[config.mk]
export PLATFORM = sky130hd
export DESIGN_NAME = truncated_mean_dedx_top
export DESIGN_NICKNAME = d
export VERILOG_FILES = /design/src/hw/rtl/tmd_pkg.sv /design/src/hw/rtl/truncated_mean_dedx_top.sv /design/src/hw/rtl/tmd_store.sv /design/src/hw/rtl/tmd_div.sv
export SDC_FILE = /design/constraint.sdc
export NUM_CORES = 2
export LEC_CHECK = 0
export ABC_CLOCK_PERIOD_IN_PS = 5600
export BUFFER_PORTS_ARGS = -buffer_cell sky130_fd_sc_hd__buf_2
export CORE_ASPECT_RATIO = 0.7
export CORE_MARGIN = 2
export CORE_UTILIZATION = 57
export DETAILED_ROUTE_END_ITERATION = 8
export PLACE_DENSITY = 0.83
export SLEW_MARGIN = 30
export SYNTH_ARGS = -nofsm -noshare
export SYNTH_HDL_FRONTEND = slang
export SYNTH_SLANG_ARGS = --single-unit
[constraint.sdc]
create_clock -name i_clk -period 5.6 [get_ports i_clk]
set_input_delay 0.56 -clock i_clk [delete_from_list [all_inputs] [get_ports i_clk]]
set_output_delay 0.56 -clock i_clk [all_outputs]
set_load 0.02 [all_outputs]
[src/hw/rtl/tmd_pkg.sv]
// ----------------------------------------------------------------------------
// tmd_pkg
// Shared constants and types of the truncated-mean dE/dx block.
// ----------------------------------------------------------------------------
`default_nettype none

package tmd_pkg;

    localparam int MAX_SAMPLES  = 64;
    localparam int SAMPLE_W     = 16;
    localparam int ADDR_W       = $clog2(MAX_SAMPLES);
    localparam int CNT_W        = $clog2(MAX_SAMPLES + 1);
    localparam int SUM_W        = SAMPLE_W + ADDR_W;
    localparam int DIV_CNT_W    = $clog2(SUM_W + 1);

    localparam int RAW_W        = 8;
    localparam int TENTHS_W     = 4;
    localparam int MIN_W        = 7;
    localparam int PROD_W       = CNT_W + TENTHS_W;

    localparam logic [RAW_W-1:0]    RAW_MAX    = 8'd255;
    localparam logic [TENTHS_W-1:0] TENTHS_MAX = 4'd10;
    localparam logic [TENTHS_W-1:0] TENTHS_RST = 4'd7;
    localparam logic [MIN_W-1:0]    MIN_RST    = 7'd5;

    // floor(x / 10) as (x * 6554) >> 16, exact for x below 2^12
    localparam int RECIP_W      = 13;
    localparam logic [RECIP_W-1:0] RECIP_10 = 13'd6554;
    localparam int RECIP_SHIFT  = 16;

    localparam int APB_ADDR_W   = 3;
    localparam int APB_DATA_W   = 32;
    localparam logic REG_KEEP_TENTHS = 1'b0;
    localparam logic REG_MIN_KEPT    = 1'b1;

    typedef struct packed {
        logic                we;
        logic [ADDR_W-1:0]   waddr;
        logic [SAMPLE_W-1:0] wdata;
        logic [ADDR_W-1:0]   raddr;
    } t_mem_req;

endpackage

`default_nettype wire

[src/hw/rtl/truncated_mean_dedx_top.sv]
// ----------------------------------------------------------------------------
// truncated_mean_dedx_top
// Truncated-mean energy loss of one track, fed one hit per beat.
//
// Input beat: taken when start is high and busy is low. A hit with a
// non-zero sample inserts it, while the store is not full, into the sorted
// store by walking down from the top, one entry examined at a time through
// the single store read port; busy stays high until it is placed.
// Other hits leave busy low unless they carry i_last_hit.
// On the beat with i_last_hit the block finishes the track: it computes
// k = floor(n*tenths/10) in S_MUL and S_KEEP, checks it in S_CHK, sums the k
// smallest samples through the read port, then runs the bit-serial divider.
// Without a valid mean the result is given from the check state.
// Result beat: o_done is high for exactly one cycle with o_raw_hits,
// o_mean_dedx, o_mean_valid and o_store_overflow; the receiver cannot stall.
// Registers over APB: keep_tenths at 0x0, min_kept at 0x4; pready is always
// high. Write them only while idle.
// Reset: synchronous; clears the counters and restores register defaults.
// ----------------------------------------------------------------------------
`default_nettype none

module truncated_mean_dedx_top
    import tmd_pkg::*;
(
    input  wire logic                  i_clk,
    input  wire logic                  i_rst_n,
    input  wire logic                  start,
    output      logic                  busy,
    input  wire logic                  i_hit_present,
    input  wire logic [SAMPLE_W-1:0]   i_dedx_sample,
    input  wire logic                  i_last_hit,
    output      logic                  o_done,
    output      logic [RAW_W-1:0]      o_raw_hits,
    output      logic [SAMPLE_W-1:0]   o_mean_dedx,
    output      logic                  o_mean_valid,
    output      logic                  o_store_overflow,
    input  wire logic                  psel,
    input  wire logic                  penable,
    input  wire logic                  pwrite,
    input  wire logic [APB_ADDR_W-1:0] paddr,
    input  wire logic [APB_DATA_W-1:0] pwdata,
    output      logic [APB_DATA_W-1:0] prdata,
    output      logic                  pready
);

    typedef enum logic [3:0] {
        S_IDLE,
        S_INS,
        S_INS_W,
        S_MUL,
        S_KEEP,
        S_CHK,
        S_SUM,
        S_ACC,
        S_DIV
    } t_state;

    localparam int CMP_W = (CNT_W > MIN_W) ? CNT_W : MIN_W;
    localparam int FULL_W = PROD_W + RECIP_W;

    t_state                r_state;
    logic [TENTHS_W-1:0]   r_keep_tenths;
    logic [MIN_W-1:0]      r_min_kept;
    logic [SAMPLE_W-1:0]   r_sample;
    logic                  r_last;
    logic [CNT_W-1:0]      r_pos;
    logic [CNT_W-1:0]      r_count;
    logic [RAW_W-1:0]      r_raw;
    logic                  r_ovf;
    logic [PROD_W-1:0]     r_prod;
    logic [CNT_W-1:0]      r_kept;
    logic [CNT_W-1:0]      r_idx;
    logic [SUM_W-1:0]      r_sum;

    t_mem_req              mem_req;
    logic [SAMPLE_W-1:0]   rdata;
    logic [CNT_W-1:0]      pos_m1;
    logic                  accept;
    logic                  cfg_wr;
    logic [TENTHS_W-1:0]   tenths;
    logic [FULL_W-1:0]     full_prod;
    logic                  div_start;
    logic                  div_done;
    logic [SUM_W-1:0]      quotient;

    assign accept    = start && !busy;
    assign busy      = r_state != S_IDLE;
    assign pos_m1    = r_pos - 1'b1;
    assign tenths    = (r_keep_tenths > TENTHS_MAX) ? TENTHS_MAX : r_keep_tenths;
    assign full_prod = FULL_W'(r_prod) * FULL_W'(RECIP_10);
    assign div_start = (r_state == S_SUM) && (r_idx == r_kept);
    assign cfg_wr    = psel && penable && pwrite && pready;
    assign pready    = 1'b1;

    always_comb begin
        prdata = '0;
        case (paddr[2])
            REG_KEEP_TENTHS: prdata = APB_DATA_W'(r_keep_tenths);
            REG_MIN_KEPT:    prdata = APB_DATA_W'(r_min_kept);
            default:         prdata = '0;
        endcase
    end

    always_comb begin
        mem_req.we    = 1'b0;
        mem_req.waddr = r_pos[ADDR_W-1:0];
        mem_req.wdata = r_sample;
        mem_req.raddr = pos_m1[ADDR_W-1:0];
        case (r_state)
            S_INS: begin
                if (r_pos == '0) begin
                    mem_req.we = 1'b1;
                end
            end
            S_INS_W: begin
                mem_req.we    = 1'b1;
                mem_req.wdata = (rdata > r_sample) ? rdata : r_sample;
            end
            S_SUM: begin
                mem_req.raddr = r_idx[ADDR_W-1:0];
            end
            default: begin
                mem_req.we = 1'b0;
            end
        endcase
    end

    tmd_store u_store (
        .i_clk   (i_clk),
        .i_req   (mem_req),
        .o_rdata (rdata)
    );

    tmd_div u_div (
        .i_clk      (i_clk),
        .i_rst_n    (i_rst_n),
        .i_start    (div_start),
        .i_dividend (r_sum),
        .i_divisor  (r_kept),
        .o_done     (div_done),
        .o_quotient (quotient)
    );

    always_ff @(posedge i_clk) begin
        if (!i_rst_n) begin
            r_keep_tenths <= TENTHS_RST;
            r_min_kept    <= MIN_RST;
        end else if (cfg_wr) begin
            case (paddr[2])
                REG_KEEP_TENTHS: r_keep_tenths <= pwdata[TENTHS_W-1:0];
                REG_MIN_KEPT:    r_min_kept    <= pwdata[MIN_W-1:0];
                default:         r_min_kept    <= r_min_kept;
            endcase
        end
    end

    always_ff @(posedge i_clk) begin
        if (!i_rst_n) begin
            r_state <= S_IDLE;
            r_count <= '0;
            r_raw   <= '0;
            r_ovf   <= 1'b0;
            o_done  <= 1'b0;
        end else begin
            o_done <= 1'b0;
            case (r_state)
                S_IDLE: begin
                    if (accept) begin
                        r_sample <= i_dedx_sample;
                        r_last   <= i_last_hit;
                        r_pos    <= r_count;
                        if (i_hit_present && r_raw != RAW_MAX) begin
                            r_raw <= r_raw + 1'b1;
                        end
                        if (i_hit_present && i_dedx_sample != '0
                            && r_count != CNT_W'(MAX_SAMPLES)) begin
                            r_state <= S_INS;
                        end else begin
                            if (i_hit_present && i_dedx_sample != '0) begin
                                r_ovf <= 1'b1;
                            end
                            if (i_last_hit) begin
                                r_state <= S_MUL;
                            end
                        end
                    end
                end
                S_INS: begin
                    if (r_pos == '0) begin
                        r_count <= r_count + 1'b1;
                        r_state <= r_last ? S_MUL : S_IDLE;
                    end else begin
                        r_state <= S_INS_W;
                    end
                end
                S_INS_W: begin
                    if (rdata > r_sample) begin
                        r_pos   <= pos_m1;
                        r_state <= S_INS;
                    end else begin
                        r_count <= r_count + 1'b1;
                        r_state <= r_last ? S_MUL : S_IDLE;
                    end
                end
                S_MUL: begin
                    r_prod  <= PROD_W'(r_count) * PROD_W'(tenths);
                    r_state <= S_KEEP;
                end
                S_KEEP: begin
                    r_kept  <= CNT_W'(full_prod >> RECIP_SHIFT);
                    r_state <= S_CHK;
                end
                S_CHK: begin
                    r_idx <= '0;
                    r_sum <= '0;
                    if (CMP_W'(r_kept) > CMP_W'(r_min_kept)) begin
                        r_state <= S_SUM;
                    end else begin
                        o_done           <= 1'b1;
                        o_raw_hits       <= r_raw;
                        o_mean_dedx      <= '0;
                        o_mean_valid     <= 1'b0;
                        o_store_overflow <= r_ovf;
                        r_count          <= '0;
                        r_raw            <= '0;
                        r_ovf            <= 1'b0;
                        r_state          <= S_IDLE;
                    end
                end
                S_SUM: begin
                    if (r_idx == r_kept) begin
                        r_state <= S_DIV;
                    end else begin
                        r_idx   <= r_idx + 1'b1;
                        r_state <= S_ACC;
                    end
                end
                S_ACC: begin
                    r_sum   <= r_sum + SUM_W'(rdata);
                    r_state <= S_SUM;
                end
                S_DIV: begin
                    if (div_done) begin
                        o_done           <= 1'b1;
                        o_raw_hits       <= r_raw;
                        o_mean_dedx      <= quotient[SAMPLE_W-1:0];
                        o_mean_valid     <= 1'b1;
                        o_store_overflow <= r_ovf;
                        r_count          <= '0;
                        r_raw            <= '0;
                        r_ovf            <= 1'b0;
                        r_state          <= S_IDLE;
                    end
                end
                default: begin
                    r_state <= S_IDLE;
                end
            endcase
        end
    end

`ifndef SYNTHESIS
    a_count_bound: assert property (@(posedge i_clk) disable iff (!i_rst_n)
        r_count <= CNT_W'(MAX_SAMPLES))
        else $error("sample count beyond store depth");

    a_done_gap: assert property (@(posedge i_clk) disable iff (!i_rst_n)
        o_done |=> !o_done)
        else $error("result beats back to back");

    a_last_busy: assert property (@(posedge i_clk) disable iff (!i_rst_n)
        (accept && i_last_hit) |=> busy)
        else $error("last hit did not start track finish");

    a_div_phase: assert property (@(posedge i_clk) disable iff (!i_rst_n)
        div_done |-> (r_state == S_DIV))
        else $error("divider finished outside its phase");
`endif

endmodule

`default_nettype wire

[src/hw/rtl/tmd_store.sv]
// ----------------------------------------------------------------------------
// tmd_store
// Sample store: one write port, one read port with registered read data.
// ----------------------------------------------------------------------------
`default_nettype none

module tmd_store
    import tmd_pkg::*;
(
    input  wire logic                i_clk,
    input  wire t_mem_req            i_req,
    output      logic [SAMPLE_W-1:0] o_rdata
);

    logic [SAMPLE_W-1:0] r_mem [MAX_SAMPLES];

    always_ff @(posedge i_clk) begin
        if (i_req.we) begin
            r_mem[i_req.waddr] <= i_req.wdata;
        end
        o_rdata <= r_mem[i_req.raddr];
    end

endmodule

`default_nettype wire

[src/hw/rtl/tmd_div.sv]
// ----------------------------------------------------------------------------
// tmd_div
// Restoring divider, one quotient bit per cycle.
// ----------------------------------------------------------------------------
`default_nettype none

module tmd_div
    import tmd_pkg::*;
(
    input  wire logic             i_clk,
    input  wire logic             i_rst_n,
    input  wire logic             i_start,
    input  wire logic [SUM_W-1:0] i_dividend,
    input  wire logic [CNT_W-1:0] i_divisor,
    output      logic             o_done,
    output      logic [SUM_W-1:0] o_quotient
);

    logic                 r_busy;
    logic [DIV_CNT_W-1:0] r_cnt;
    logic [CNT_W-1:0]     r_rem;
    logic [CNT_W-1:0]     r_div;
    logic [SUM_W-1:0]     r_quo;
    logic [CNT_W:0]       shifted;
    logic                 fits;

    assign shifted    = {r_rem, r_quo[SUM_W-1]};
    assign fits       = shifted >= {1'b0, r_div};
    assign o_quotient = r_quo;

    always_ff @(posedge i_clk) begin
        if (!i_rst_n) begin
            r_busy <= 1'b0;
            r_cnt  <= '0;
            o_done <= 1'b0;
        end else begin
            o_done <= 1'b0;
            if (i_start) begin
                r_busy <= 1'b1;
                r_cnt  <= DIV_CNT_W'(SUM_W);
                r_rem  <= '0;
                r_div  <= i_divisor;
                r_quo  <= i_dividend;
            end else if (r_busy) begin
                if (fits) begin
                    r_rem <= CNT_W'(shifted - {1'b0, r_div});
                end else begin
                    r_rem <= shifted[CNT_W-1:0];
                end
                r_quo <= {r_quo[SUM_W-2:0], fits};
                r_cnt <= r_cnt - 1'b1;
                if (r_cnt == DIV_CNT_W'(1)) begin
                    r_busy <= 1'b0;
                    o_done <= 1'b1;
                end
            end
        end
    end

endmodule

`default_nettype wire
==> key figures <==
Global route
  – Maximum number of pins on one net before global-route repair: 103
  – Wire length of the first global-routing pass: 198000 µm
  – Via count of the first global-routing pass: 31700
  – Global-route usage over all layers: 28.1%
  – Number of antenna violations at the first check in global routing: 5
  – Overflow left after global routing: 0

Clocking
  – TritonCTS clock tree: yes
  – Cell at the root of the clock tree: clkbuf_16
  – Post-CTS setup-driven buffer insertion count: 0
  – TritonCTS sink count: ~1200
  – Clock latency on the worst-skew pair: 730 ps
  – Clock Tree Buf Depth: 3
  – Clock input transition at the sequential cells of the worst setup and hold paths: 70 ps
  – Cts bufs inserted: about 100
  – Htree depth: 3

Synthesis
  – Share of the synthesized area in compound gates (AO/OA/AOI/OAI): 5.15%
  – Fraction of the mapped netlist area in simple logic gates: 12.4%
  – Most used DFF post-synth: edfxtp_1
  – EDFF count, synth: 1157
  – YS warnings: 0
  – Ranking of synthesized cells by instance count: edfxtp_1 (1157), nand2_1 (774), nand3_1 (171)
  – Fraction of registers with async set or reset after synthesis: 0%
  – Number of synthesized register bits: 1212
  – Dominant combinational cell family by area after synthesis: simple AND/OR/NAND/NOR gates
  – Post-synthesis cell type with the largest combined area: edfxtp_1
  – Sequential fraction of the synthesis area: 68.6%
  – Share of cell area taken by muxes after synthesis: between 4 and 5%
  – Number of distinct standard cells referenced by the synthesized netlist: just over 70
  – Share of the synthesized area in the top cell type: 66.5%
  – Biggest area contributors in the synthesized netlist: edfxtp_1 (67%), nand2_1 (5.6%), mux4_2 (4.0%), ha_1 (3.1%), dfxtp_1 (2.1%)
  – Avg Inst Size Synth: ~14 µm²
  – Cell area after synthesis: 0.0522 mm²
  – Most common cell in the synthesized netlist: edfxtp_1
  – Synth Instances: 3771
  – Post-Synth XOR/XNOR Area: less than 1%
  – Share of synthesized cell area in full adder, half adder and majority cells: under 10%

Floorplanning
  – Height of the die: 257 µm
  – Die W: 366 µm
  – Die Outline Area: 0.0941 mm²
  – Area of the core region: 0.0904 mm²
  – Row count: around 90
  – Effective utilization at floorplan: 57.8%
  – Io pins: 120

Cells and area
  – Fin cells: 5204
  – Proportion of layout cells with a drive suffix above 1: 13.5%
  – Net total in the final layout: 4133
  – Final cell area excluding filler cells: 0.0579 mm²
  – Area Overhead vs Synth: 10.9%

Placement
  – RePlAce Congestion: around 0.92
  – Number of port buffers: 66
  – Cell total after placement: about 5000
  – Placement-stage cell area: 0.0546 mm²
  – Post-DP HPWL: 82100 µm

STA
  – Max Freq: approximately 190 MHz
  – Max-slew violations: 0
  – Setup skew after layout: 29.5 ps
  – Share of the clock period used by the worst path: 94.4%
  – Final worst path period need: 5290 ps
  – Hold Worst Slack: 29.8 ps
  – Sum of negative setup slack: 0 ps
  – Least-Margin Pin Slew: about 1100 ps
  – RSZ-0062 raised after global routing: false
  – Total count of hold-check failures in the final report: 0
  – Max_slew headroom: between 20% and 30%
  – Number of setup violations in the final report: 0

Status
  – Outcome: complete, no violations

Pwr
  – Total power after layout: ~0.022 W
  – Worst IR drop on VDD: 0.321 mV
  – Cell leakage power: about 21 nW
  – P per Cell Area: 381 mW/mm²

Detailed routing
  – DRC: 0
  – Number of vias after detailed routing: 33368
  – Number of DRC markers in iteration 0: 5767
  – Drt pass-1 iters: 7
  – Remaining antenna violation count after routing: 0
  – Post-detailed-routing wire length: around 130000 µm
  – Average wire per standard cell: 25.6 µm
  – Vias per inst: 6.41

Worst setup path
  – Worst path arrival time: between 5000 and 6000 ps
  – CP Max Fanout: 5
  – Endpoint kind of the worst setup timing path: flip-flop
  – Critical path data required time: 6060 ps
  – Critical path start-end classification: flip-flop to flip-flop
  – Startpoint Class: flip-flop

Flow run
  – Number of max-capacitance violations reported: 0

Min path
  – Hold Path Class: input port to flip-flop
final timing paths:
check	start	to	slack, ps	cells after the start
min reg2reg	r_ovf	o_store_overflow	440	0
min	i_dedx_sample[15]	r_sample[15]	30	1
max reg2reg	r_prod[2]	r_kept[6]	310	18
max	r_prod[2]	r_kept[6]	310	18
cells by family after synthesis:
logic type | after synthesis
AND/OR/NAND/NOR | 1432
flip-flops | 1212
XOR/XNOR | 57
multiplexers | 135
buffers and inverters | 364
adder cells (fa/ha/maj) | 174
AO/OA/AOI/OAI | 395
other | 2
what timing repair did:
| action | in CTS | in global routing |
|---|---|---|
| hold buffers | 2 | 0 |
| resized for setup | 0 | 1 |
| endpoints found under the hold margin | 2 | 0 |
| setup endpoints to repair | 0 | 1 |
routing by layer:
layer	wire, µm	vias up	GRT usage, %
met2	57500	2515	40.0
li1	-	14192	-
met4	4010	6	8.28
met5	39	-	0
met1	50700	16355	40.4
met3	21200	300	10.6
where the power goes:
group | internal [W] | total [W] | leakage [nW] | switching, W
Clock | 0.00375 | 0.00698 | 1.58 | 0.00322
Combinational | 0.00137 | 0.00451 | 8.09 | 0.00315
Sequential | 0.0104 | 0.0106 | 10.9 | 0.000170
final cells by class:
cell class / count / area, µm²
Clock buffer: 146 / 2860
Antenna cell: 1 / 2.50
Tap cell: 1222 / 1530
Multi-Input combinational cell: 2219 / 15100
Clock inverter: 40 / 344
Fill cell: 6078 / 32400
Sequential cell: 1212 / 35800
Inverter: 137 / 514
Timing Repair Buffer: 227 / 1730
state kept, by name (all words and copies together), names as in the netlist, 5 cells and up:
signal / count
u_div.r_cnt: 5
r_pos: 7
u_store.o_rdata: 16
r_kept: 7
r_count: 7
u_div.r_div: 7
u_div.r_rem: 7
r_raw: 8
r_min_kept: 7
u_div.o_quotient: 22
o_mean_dedx: 16
r_prod: 11
r_idx: 7
u_store.r_mem: 1024
r_sum: 22
r_sample: 16
o_raw_hits: 8
stage by stage:
step	setup slack, ps	util (%)
6_report	315	64.1
5_1_grt	8.56	64.1
4_1_cts	299	64.0
3_5_place_dp	316	60.4
3_3_place_gp	422	60.3
2_1_floorplan	328	-
placed cells by master, fill, tap and decap left out, types with 55 or more instances in the layout:
master / n
a21oi_1: 95
and3_1: 109
buf_2: 66
buf_4: 147
clkbuf_16: 105
dfxtp_1: 55
edfxtp_1: 1157
ha_1: 131
inv_1: 137
mux4_2: 92
nand2_1: 774
nand3_1: 170
nor2_1: 148
critical path: stages, from the launching register on:
cell and delay (ps):
edfxtp_1 550, ha_1 400, ha_1 340, inv_1 60
fa_1 470, inv_1 50, fa_1 480, inv_1 50
fa_1 510, inv_1 50, ha_1 200, or4_1 470
a21oi_1 140, o31a_1 210, o32ai_1 170, o21a_1 260
o41a_1 350, a21oi_1 190, xnor2_1 80
No activity file was read; power rests on OpenSTA's default activity.
